### config.mk
export PLATFORM = sky130hd
export DESIGN_NAME = addressable_led_bit_serializer
export DESIGN_NICKNAME = d
export VERILOG_FILES = /design/src/albs_pkg.sv /design/src/addressable_led_bit_serializer.sv /design/src/albs_front.sv /design/src/albs_queue.sv /design/src/albs_back.sv
export SDC_FILE = /design/constraint.sdc
export NUM_CORES = 1
export LEC_CHECK = 0
export BUFFER_PORTS_ARGS = -buffer_cell sky130_fd_sc_hd__buf_2
export CAP_MARGIN = 20
export CORE_MARGIN = 3
export CORE_UTILIZATION = 53
export DETAILED_ROUTE_END_ITERATION = 10
export GPL_TIMING_DRIVEN = 0
export PLACE_DENSITY = 0.78
export SYNTH_ARGS = -nofsm -noshare
export SYNTH_HDL_FRONTEND = slang
export SYNTH_SLANG_ARGS = --single-unit
### constraint.sdc
create_clock -name clk -period 5.16 [get_ports clk]
set_clock_uncertainty 0.1 [all_clocks]
set_input_delay 1.29 -clock clk [delete_from_list [all_inputs] [get_ports clk]]
set_output_delay 1.29 -clock clk [all_outputs]
set_load 0.02 [all_outputs]
### src/albs_pkg.sv
`default_nettype none
// ----------------------------------------------------------------------------
// albs_pkg
// Shared types and constants for the LED bit serializer: transaction
// payloads, queued operation record, register indexes and reset values.
// ----------------------------------------------------------------------------
package albs_pkg;

    localparam int TICK_COUNT_WIDTH_DEF = 20;
    localparam int QUEUE_DEPTH_DEF      = 2;

    localparam int BYTE_W      = 8;
    localparam int BITS_LEFT_W = 4;
    localparam int SHORT_LEN_W = 16;
    localparam int LATCH_LEN_W = 20;
    localparam int CFG_DATA_W  = 20;
    localparam int CFG_INDEX_W = 3;

    localparam logic [BITS_LEFT_W-1:0] BITS_PER_BYTE = 4'd8;

    // register indexes
    localparam logic [CFG_INDEX_W-1:0] REG_ZERO_HIGH = 3'd0;
    localparam logic [CFG_INDEX_W-1:0] REG_ZERO_LOW  = 3'd1;
    localparam logic [CFG_INDEX_W-1:0] REG_ONE_HIGH  = 3'd2;
    localparam logic [CFG_INDEX_W-1:0] REG_ONE_LOW   = 3'd3;
    localparam logic [CFG_INDEX_W-1:0] REG_LATCH     = 3'd4;

    // register reset values
    localparam logic [SHORT_LEN_W-1:0] ZERO_HIGH_RST = 16'd56;
    localparam logic [SHORT_LEN_W-1:0] ZERO_LOW_RST  = 16'd144;
    localparam logic [SHORT_LEN_W-1:0] ONE_HIGH_RST  = 16'd144;
    localparam logic [SHORT_LEN_W-1:0] ONE_LOW_RST   = 16'd56;
    localparam logic [LATCH_LEN_W-1:0] LATCH_RST     = 20'd48000;

    typedef struct packed {
        logic              cmd;
        logic [BYTE_W-1:0] byte_value;
        logic              end_of_frame;
    } item_t;

    typedef struct packed {
        logic line_level;
        logic ready_res;
        logic latching;
        logic overrun;
    } result_t;

    typedef enum logic {
        OP_LOAD = 1'b0,
        OP_TICK = 1'b1
    } op_kind_t;

    typedef struct packed {
        op_kind_t          kind;
        logic [BYTE_W-1:0] byte_value;
        logic              end_of_frame;
    } op_t;

    typedef enum logic [3:0] {
        PH_IDLE  = 4'b0001,
        PH_HIGH  = 4'b0010,
        PH_LOW   = 4'b0100,
        PH_LATCH = 4'b1000
    } phase_t;

endpackage : albs_pkg
`default_nettype wire

### src/addressable_led_bit_serializer.sv
`default_nettype none
// ----------------------------------------------------------------------------
// addressable_led_bit_serializer
// Single-wire LED data serializer, MSB first, with per-bit high/low timing,
// frame latch period and overrun flagging of bytes loaded while busy.
// ----------------------------------------------------------------------------
//  channel | signals                            | transaction when
//  --------+------------------------------------+---------------------------
//  item    | item_valid, item_stall, item_data  | valid && !stall
//  result  | result_valid, result_stall,        | valid && !stall
//          | result_data                        |
//  config  | cfg_we, cfg_index, cfg_data        | cfg_we
//
//  One item per clock while result_stall is low; each result passes through the
//  operation queue write, then the engine's result register.
//  Tick counter is TICK_COUNT_WIDTH bits; phase lengths clamp to its range.
//  Reset loads the timing registers with their defaults and leaves the line idle.
//  result_stall holds the result register; the queue then fills and raises
//  item_stall after QUEUE_DEPTH further items.
// ----------------------------------------------------------------------------
module addressable_led_bit_serializer #(
    parameter int TICK_COUNT_WIDTH = albs_pkg::TICK_COUNT_WIDTH_DEF,
    parameter int QUEUE_DEPTH      = albs_pkg::QUEUE_DEPTH_DEF
) (
    input  wire logic                             clk,
    input  wire logic                             rst_n,
    input  wire logic                             cfg_we,
    input  wire logic [albs_pkg::CFG_INDEX_W-1:0] cfg_index,
    input  wire logic [albs_pkg::CFG_DATA_W-1:0]  cfg_data,
    input  wire logic                             item_valid,
    output logic                                  item_stall,
    input  albs_pkg::item_t                       item_data,
    output logic                                  result_valid,
    input  wire logic                             result_stall,
    output albs_pkg::result_t                     result_data
);
    import albs_pkg::*;

    logic q_full;
    logic q_push;
    op_t  q_push_op;
    logic q_valid;
    logic q_pop;
    op_t  q_pop_op;

    albs_front u_front (
        .item_valid (item_valid),
        .item_stall (item_stall),
        .item_data  (item_data),
        .q_full     (q_full),
        .q_push     (q_push),
        .q_op       (q_push_op)
    );

    albs_queue #(
        .DEPTH (QUEUE_DEPTH)
    ) u_queue (
        .clk       (clk),
        .rst_n     (rst_n),
        .push      (q_push),
        .push_op   (q_push_op),
        .full      (q_full),
        .pop_valid (q_valid),
        .pop       (q_pop),
        .pop_op    (q_pop_op)
    );

    albs_back #(
        .TICK_COUNT_WIDTH (TICK_COUNT_WIDTH)
    ) u_back (
        .clk          (clk),
        .rst_n        (rst_n),
        .cfg_we       (cfg_we),
        .cfg_index    (cfg_index),
        .cfg_data     (cfg_data),
        .op_valid     (q_valid),
        .op           (q_pop_op),
        .op_pop       (q_pop),
        .result_valid (result_valid),
        .result_stall (result_stall),
        .result_data  (result_data)
    );

endmodule : addressable_led_bit_serializer
`default_nettype wire

### src/albs_front.sv
`default_nettype none
// ----------------------------------------------------------------------------
// albs_front
// Input side: accepts item transactions, decodes them into load or tick
// operations and pushes them into the operation queue.
// ----------------------------------------------------------------------------
module albs_front (
    input  wire logic            item_valid,
    output logic                 item_stall,
    input  albs_pkg::item_t      item_data,
    input  wire logic            q_full,
    output logic                 q_push,
    output albs_pkg::op_t        q_op
);
    import albs_pkg::*;

    assign item_stall = q_full;
    assign q_push     = item_valid && !q_full;

    always_comb
    begin
        q_op.byte_value   = item_data.byte_value;
        q_op.end_of_frame = item_data.end_of_frame;
        case (item_data.cmd)
            1'b1:    q_op.kind = OP_TICK;
            default: q_op.kind = OP_LOAD;
        endcase
    end

endmodule : albs_front
`default_nettype wire

### src/albs_queue.sv
`default_nettype none
// ----------------------------------------------------------------------------
// albs_queue
// Short FIFO of decoded operations between the front and the back end.
// ----------------------------------------------------------------------------
module albs_queue #(
    parameter int DEPTH = albs_pkg::QUEUE_DEPTH_DEF
) (
    input  wire logic      clk,
    input  wire logic      rst_n,
    input  wire logic      push,
    input  albs_pkg::op_t  push_op,
    output logic           full,
    output logic           pop_valid,
    input  wire logic      pop,
    output albs_pkg::op_t  pop_op
);
    import albs_pkg::*;

    localparam int PTR_W = (DEPTH > 1) ? $clog2(DEPTH) : 1;
    localparam int CNT_W = $clog2(DEPTH + 1);
    localparam logic [PTR_W-1:0] LAST_PTR = PTR_W'(DEPTH - 1);
    localparam logic [CNT_W-1:0] FULL_CNT = CNT_W'(DEPTH);

    op_t              mem [DEPTH];
    logic [PTR_W-1:0] wr_ptr_reg, wr_ptr_next;
    logic [PTR_W-1:0] rd_ptr_reg, rd_ptr_next;
    logic [CNT_W-1:0] count_reg, count_next;

    assign full      = (count_reg == FULL_CNT);
    assign pop_valid = (count_reg != '0);
    assign pop_op    = mem[rd_ptr_reg];

    always_comb
    begin
        wr_ptr_next = wr_ptr_reg;
        rd_ptr_next = rd_ptr_reg;
        count_next  = count_reg;
        if (push)
        begin
            wr_ptr_next = (wr_ptr_reg == LAST_PTR) ? '0 : wr_ptr_reg + 1'b1;
        end
        if (pop)
        begin
            rd_ptr_next = (rd_ptr_reg == LAST_PTR) ? '0 : rd_ptr_reg + 1'b1;
        end
        case ({push, pop})
            2'b10:   count_next = count_reg + 1'b1;
            2'b01:   count_next = count_reg - 1'b1;
            default: count_next = count_reg;
        endcase
    end

    always_ff @(posedge clk or negedge rst_n)
    begin
        if (!rst_n)
        begin
            wr_ptr_reg <= '0;
            rd_ptr_reg <= '0;
            count_reg  <= '0;
        end
        else
        begin
            wr_ptr_reg <= wr_ptr_next;
            rd_ptr_reg <= rd_ptr_next;
            count_reg  <= count_next;
        end
    end

    always_ff @(posedge clk)
    begin
        if (push)
        begin
            mem[wr_ptr_reg] <= push_op;
        end
    end

endmodule : albs_queue
`default_nettype wire

### src/albs_back.sv
`default_nettype none
// ----------------------------------------------------------------------------
// albs_back
// Serializer engine: timing registers, phase sequencer with tick counter,
// and the result output register.
// ----------------------------------------------------------------------------
module albs_back #(
    parameter int TICK_COUNT_WIDTH = albs_pkg::TICK_COUNT_WIDTH_DEF
) (
    input  wire logic                             clk,
    input  wire logic                             rst_n,
    input  wire logic                             cfg_we,
    input  wire logic [albs_pkg::CFG_INDEX_W-1:0] cfg_index,
    input  wire logic [albs_pkg::CFG_DATA_W-1:0]  cfg_data,
    input  wire logic                             op_valid,
    input  albs_pkg::op_t                         op,
    output logic                                  op_pop,
    output logic                                  result_valid,
    input  wire logic                             result_stall,
    output albs_pkg::result_t                     result_data
);
    import albs_pkg::*;

    localparam int TCW = TICK_COUNT_WIDTH;
    // compare width: holds elapsed + 1 and any register length
    localparam int CW  = (TCW + 1 > LATCH_LEN_W + 1) ? TCW + 1 : LATCH_LEN_W + 1;
    localparam logic [CW-1:0] CMAX = CW'({TCW{1'b1}});

    logic [SHORT_LEN_W-1:0] zero_high_reg, zero_low_reg, one_high_reg, one_low_reg;
    logic [LATCH_LEN_W-1:0] latch_reg;

    phase_t                 phase_reg, phase_next;
    logic [BYTE_W-1:0]      shift_reg, shift_next;
    logic [BITS_LEFT_W-1:0] bits_left_reg, bits_left_next;
    logic [TCW-1:0]         elapsed_reg, elapsed_next;
    logic                   frame_end_reg, frame_end_next;

    logic                   result_valid_reg;
    result_t                result_data_reg, result_next;

    logic [LATCH_LEN_W-1:0] len_sel;
    logic [CW-1:0]          len_ext, len_lim, count_inc;
    logic                   done;
    logic                   overrun;
    logic                   bit_one;

    // ---------------- timing registers ----------------
    always_ff @(posedge clk or negedge rst_n)
    begin
        if (!rst_n)
        begin
            zero_high_reg <= ZERO_HIGH_RST;
            zero_low_reg  <= ZERO_LOW_RST;
            one_high_reg  <= ONE_HIGH_RST;
            one_low_reg   <= ONE_LOW_RST;
            latch_reg     <= LATCH_RST;
        end
        else if (cfg_we)
        begin
            case (cfg_index)
                REG_ZERO_HIGH: zero_high_reg <= cfg_data[SHORT_LEN_W-1:0];
                REG_ZERO_LOW:  zero_low_reg  <= cfg_data[SHORT_LEN_W-1:0];
                REG_ONE_HIGH:  one_high_reg  <= cfg_data[SHORT_LEN_W-1:0];
                REG_ONE_LOW:   one_low_reg   <= cfg_data[SHORT_LEN_W-1:0];
                REG_LATCH:     latch_reg     <= cfg_data[LATCH_LEN_W-1:0];
                default:       ;
            endcase
        end
    end

    // ---------------- phase length and counter ----------------
    assign bit_one = shift_reg[BYTE_W-1];

    always_comb
    begin
        case (phase_reg)
            PH_HIGH:  len_sel = LATCH_LEN_W'(bit_one ? one_high_reg : zero_high_reg);
            PH_LOW:   len_sel = LATCH_LEN_W'(bit_one ? one_low_reg : zero_low_reg);
            PH_LATCH: len_sel = latch_reg;
            default:  len_sel = '0;
        endcase
    end

    // a zero length ends on the first tick; long lengths clamp to counter range
    assign len_ext   = CW'(len_sel);
    assign len_lim   = (len_ext > CMAX) ? CMAX : len_ext;
    assign count_inc = CW'(elapsed_reg) + CW'(1);
    assign done      = (count_inc >= len_lim);

    assign op_pop = op_valid && (!result_valid_reg || !result_stall);

    // ---------------- sequencer ----------------
    always_comb
    begin
        phase_next     = phase_reg;
        shift_next     = shift_reg;
        bits_left_next = bits_left_reg;
        elapsed_next   = elapsed_reg;
        frame_end_next = frame_end_reg;
        overrun        = 1'b0;

        if (op_pop)
        begin
            case (op.kind)
                OP_LOAD:
                begin
                    if (phase_reg == PH_IDLE)
                    begin
                        shift_next     = op.byte_value;
                        bits_left_next = BITS_PER_BYTE;
                        frame_end_next = op.end_of_frame;
                        phase_next     = PH_HIGH;
                        elapsed_next   = '0;
                    end
                    else
                    begin
                        overrun = 1'b1;
                    end
                end
                OP_TICK:
                begin
                    if (phase_reg != PH_IDLE)
                    begin
                        elapsed_next = done ? '0 : count_inc[TCW-1:0];
                    end
                    case (phase_reg)
                        PH_HIGH:
                        begin
                            if (done)
                            begin
                                phase_next = PH_LOW;
                            end
                        end
                        PH_LOW:
                        begin
                            if (done)
                            begin
                                shift_next     = {shift_reg[BYTE_W-2:0], 1'b0};
                                bits_left_next = bits_left_reg - 1'b1;
                                if (bits_left_next != '0)
                                begin
                                    phase_next = PH_HIGH;
                                end
                                else if (frame_end_reg)
                                begin
                                    phase_next = PH_LATCH;
                                end
                                else
                                begin
                                    phase_next = PH_IDLE;
                                end
                            end
                        end
                        PH_LATCH:
                        begin
                            if (done)
                            begin
                                phase_next     = PH_IDLE;
                                frame_end_next = 1'b0;
                            end
                        end
                        default: ;
                    endcase
                end
                default: ;
            endcase
        end

        result_next.line_level = (phase_next == PH_HIGH);
        result_next.ready_res  = (phase_next == PH_IDLE);
        result_next.latching   = (phase_next == PH_LATCH);
        result_next.overrun    = overrun;
    end

    always_ff @(posedge clk or negedge rst_n)
    begin
        if (!rst_n)
        begin
            phase_reg        <= PH_IDLE;
            shift_reg        <= '0;
            bits_left_reg    <= '0;
            elapsed_reg      <= '0;
            frame_end_reg    <= 1'b0;
            result_valid_reg <= 1'b0;
        end
        else
        begin
            phase_reg     <= phase_next;
            shift_reg     <= shift_next;
            bits_left_reg <= bits_left_next;
            elapsed_reg   <= elapsed_next;
            frame_end_reg <= frame_end_next;
            if (op_pop)
            begin
                result_valid_reg <= 1'b1;
            end
            else if (!result_stall)
            begin
                result_valid_reg <= 1'b0;
            end
        end
    end

    always_ff @(posedge clk)
    begin
        if (op_pop)
        begin
            result_data_reg <= result_next;
        end
    end

    assign result_valid = result_valid_reg;
    assign result_data  = result_data_reg;

    // ---------------- assertions ----------------
    a_idle_counter_clear: assert property (@(posedge clk) disable iff (!rst_n)
        (phase_reg == PH_IDLE) |-> (elapsed_reg == '0))
        else $error("tick counter not clear while idle");

    a_bits_in_range: assert property (@(posedge clk) disable iff (!rst_n)
        (phase_reg == PH_HIGH || phase_reg == PH_LOW)
            |-> (bits_left_reg != '0 && bits_left_reg <= BITS_PER_BYTE))
        else $error("bit count out of range during a bit");

    a_latch_needs_frame_end: assert property (@(posedge clk) disable iff (!rst_n)
        (phase_reg == PH_LATCH) |-> frame_end_reg)
        else $error("latch phase without end of frame");

    a_tick_no_overrun: assert property (@(posedge clk) disable iff (!rst_n)
        (op_pop && op.kind == OP_TICK) |=> !result_data_reg.overrun)
        else $error("overrun flagged on a tick transaction");

    a_busy_load_holds: assert property (@(posedge clk) disable iff (!rst_n)
        (op_pop && op.kind == OP_LOAD && phase_reg != PH_IDLE)
            |=> ($stable(shift_reg) && $stable(phase_reg)))
        else $error("dropped byte changed the serializer state");

endmodule : albs_back
`default_nettype wire

==> flow_summary.ini <==
[layout]
diodes = 0
fillers = 1041
final_nets = 714
design_area_sq_um = 8480
drive_gt1_frac = 0.310
syn_to_final_growth_pct = 14.4

[worst_setup_path]
worst_ep_arrival_time_ns = 4.36
max_stage_delay_ns = 0.62
crit_fanout = 10
r2r-end = u_back.shift_reg[4]
critical_path_class = flop to flop
r2r_slack_ns = 1.0
critPathBufInv = 1
end_kind = flop
startpoint_type = flop
reg2regPathDepth = 12
crit_chain = nor3_1 -> nand2_1 -> clkbuf_1 -> o221ai_1 -> ha_1 -> nand2b_1 -> a211oi_2 -> o21ai_1 -> a41o_4 -> o211ai_4 -> nand2_2 -> mux2_1
cp_data_required_time_ns = 5.36
cpLargestDelayFamily = compound AO/OA/AOI/OAI gates
slowest_stage = dfstp_2
reg2reg_from = u_back.phase_reg[0]

[placed_design]
gp_congestion = 0.892
placedInstanceArea_sq_um = 7890
io_buffer_count = 43
place.detailed.hpwl_mm = 10.7

[power_and_ir_drop]
sequentialPowerShare = 0.390
p_clk_frac = 0.285
p_sw_mw = 1.47
p_per_area_nw_per_um2 = 512
leakage_nw = 3.65
p_total_mw = 4.34
power_frac_comb = 0.325
swShare = 0.338
intPower_mw = 2.88
ir_worst_vdd_v = 0.000270

[detailed_routing]
wl_per_cell_um = 18.5
drtIter0Drc = 308
routed_wl_mm = 15.5
drc = 0
vias = 4952
ant_nets = 0
viasPerCell = 5.89
firstDrtPassIters = 4

[synthesis]
synth_flop_cell = dfrtp_1
synth.largest_area_cell = dfrtp_1
yosys_register_bits = 150
postSynthAreaPerCell_sq_um = 12.6
yosysUniqueCellTypes = 63
ys_warn_count = 0
synth_edf_count = 24
ys_top_cells_by_area = dfrtp_1 36%, mux2_2 13%, edfxtp_1 9.7%
synth_cells = 589
synth_fp_nets = 651
synthArstFlopShare = 0.840
synth_top_cell_area_share = 0.364
syn_area_sq_um = 7420
seq_area_frac_synth = 0.525

[floorplan]
die_y_um = 124
start_util = 0.551
pin_count = 44
design.core.area_sq_um = 13500
die_w_um = 124
fp-row-count = 42
die_area_sq_um = 15400

[timing]
max_slew_margin = 0.384
worstMarginPinSlew_ns = 0.924
slew_viol_final = 0
fin_crit_sh = 0.806
rsz0062_at_grt = false
finalSetupTns_ns = 0
fmax_mhz = 240
hold_violations = 0
finalSetupViolCount = 0
min_period_ns = 4.16

[hold_path]
hold_start = u_back.result_valid
hold_path_class = flop to flop
whs_endpoint = u_back.result_valid
holdPathStages = 2

[global_route]
use_met1 = 0.274
grt_max_degree = 76
grt_overflow = 0
use_met2 = 0.347
met3_usage = 0.0463
grt_pass1_wl_mm = 26.3
grt_pass1_vias = 5300
antenna_found_initial = 0
track_usage = 0.212
busiest_layer = met2

[clock_network]
cts_setup_buffers = 0
cts_tree = done
cts.htree.levels = 4
cts_sinks = 150
clkTransAtPathRegs_ns = 0.06
clk_latency_ns = 0.42
cts_max_path_buffers = 2
postCtsHoldBufs = 0
root_buffer = clkbuf_16
cts_resized = 0
cts_made_buffers = 17

[job]
cap_violations = 0

[run_status]
status = complete, no violations
## worst reg2reg max path: stages, from the launching register on
cell and delay (ns):
dfstp_2 0.62, nor3_1 0.09, nand2_1 0.34, clkbuf_1 0.53
o221ai_1 0.27, ha_1 0.32, nand2b_1 0.16, a211oi_2 0.26
o21ai_1 0.15, a41o_4 0.33, o211ai_4 0.30, nand2_2 0.20
mux2_1 0.37
## placed cells by master, fill, tap and decap left out, types with 16 or more instances in the layout
cell | synthesis | routed
mux2i_1 | 44 | 44
clkbuf_16 | 0 | 18
dfrtp_1 | 108 | 108
edfxtp_1 | 24 | 24
dfstp_2 | 18 | 18
nand3_1 | 19 | 19
nor2_1 | 22 | 22
o22ai_1 | 16 | 16
nand2_1 | 30 | 30
ha_1 | 24 | 24
mux2_2 | 84 | 84
buf_2 | 5 | 47
a21oi_1 | 34 | 34
## per-layer routing
metal  part of all wire  wire, um
met1               0.44      6880
met3              0.034       526
met4              0.023       363
met2               0.50      7750
met5                  0         0
## metrics by stage
step                      instances  setup slack [ns]  hold WS [ns]  utilization
final                           841              1.00         0.395        0.630
after global routing            841             0.595         0.413        0.630
after CTS                       841              1.00         0.399        0.630
after detailed placement        809              1.07         0.386        0.586
after global placement          808              1.18         0.369        0.584
after floorplan                 589              1.79         0.359            -
## final cells by class
type                    instances  area [sq um]  area share
plain buffers                  24           104      0.0122
well taps                     176           220      0.0260
inverters                      11          41.3     0.00487
multi-input cells             404          3370       0.398
clock inverters                14           146      0.0173
flip-flops and latches        150          3900       0.459
repair buffers                 44           249      0.0294
clock buffers                  18           450      0.0531
## synthesized netlist by cell type (4+ instances only)
library cell and number:
a21oi_1 34, a22o_1 14, and3_1 5, buf_2 5
clkbuf_1 15, dfrtp_1 108, dfstp_2 18, edfxtp_1 24
ha_1 24, inv_1 10, mux2_1 7, mux2_2 84
mux2i_1 44, nand2_1 30, nand2b_1 4, nand3_1 19
nor2_1 22, nor3_1 8, o21ai_0 10, o22ai_1 16
or3_1 5, xnor2_1 15, xor2_1 9
## cells by family after synthesis
group                      share of synthesized area
AOI/OAI and AO/OA                             0.0931
xor gates and xnor gates                      0.0283
adders and majority gates                     0.0405
buffers and inverters                         0.0196
DFF                                            0.525
muxes                                          0.198
and+or+nand+nor                               0.0955
## power by group through the flow
stage | clock [mW] | combinational, mW | sequential [mW]
2_1_floorplan | 0 | 1.05 | 1.68
5_1_grt | 1.31 | 1.56 | 1.73
3_5_place_dp | 0 | 1.41 | 1.71
3_3_place_gp | 0 | 1.34 | 1.69
4_1_cts | 1.26 | 1.42 | 1.69
6_report | 1.24 | 1.41 | 1.70
## worst max-delay path by stage
stage                               start                    end  slack [ns]  depth (start not counted)
floorplan           u_back.elapsed_reg[2]    u_back.shift_reg[1]        1.79                         14
global placement      u_back.shift_reg[7]  u_back.result_data[3]        1.18                         13
detailed placement    u_back.shift_reg[7]  u_back.result_data[1]        1.07                         13
CTS                   u_back.phase_reg[2]    u_back.shift_reg[4]        1.00                         14
global route        u_back.elapsed_reg[6]  u_back.result_data[3]        0.60                         13
finish                u_back.phase_reg[0]    u_back.shift_reg[4]         1.0                         12
Note: power is estimated with default switching activity, not from simulation.
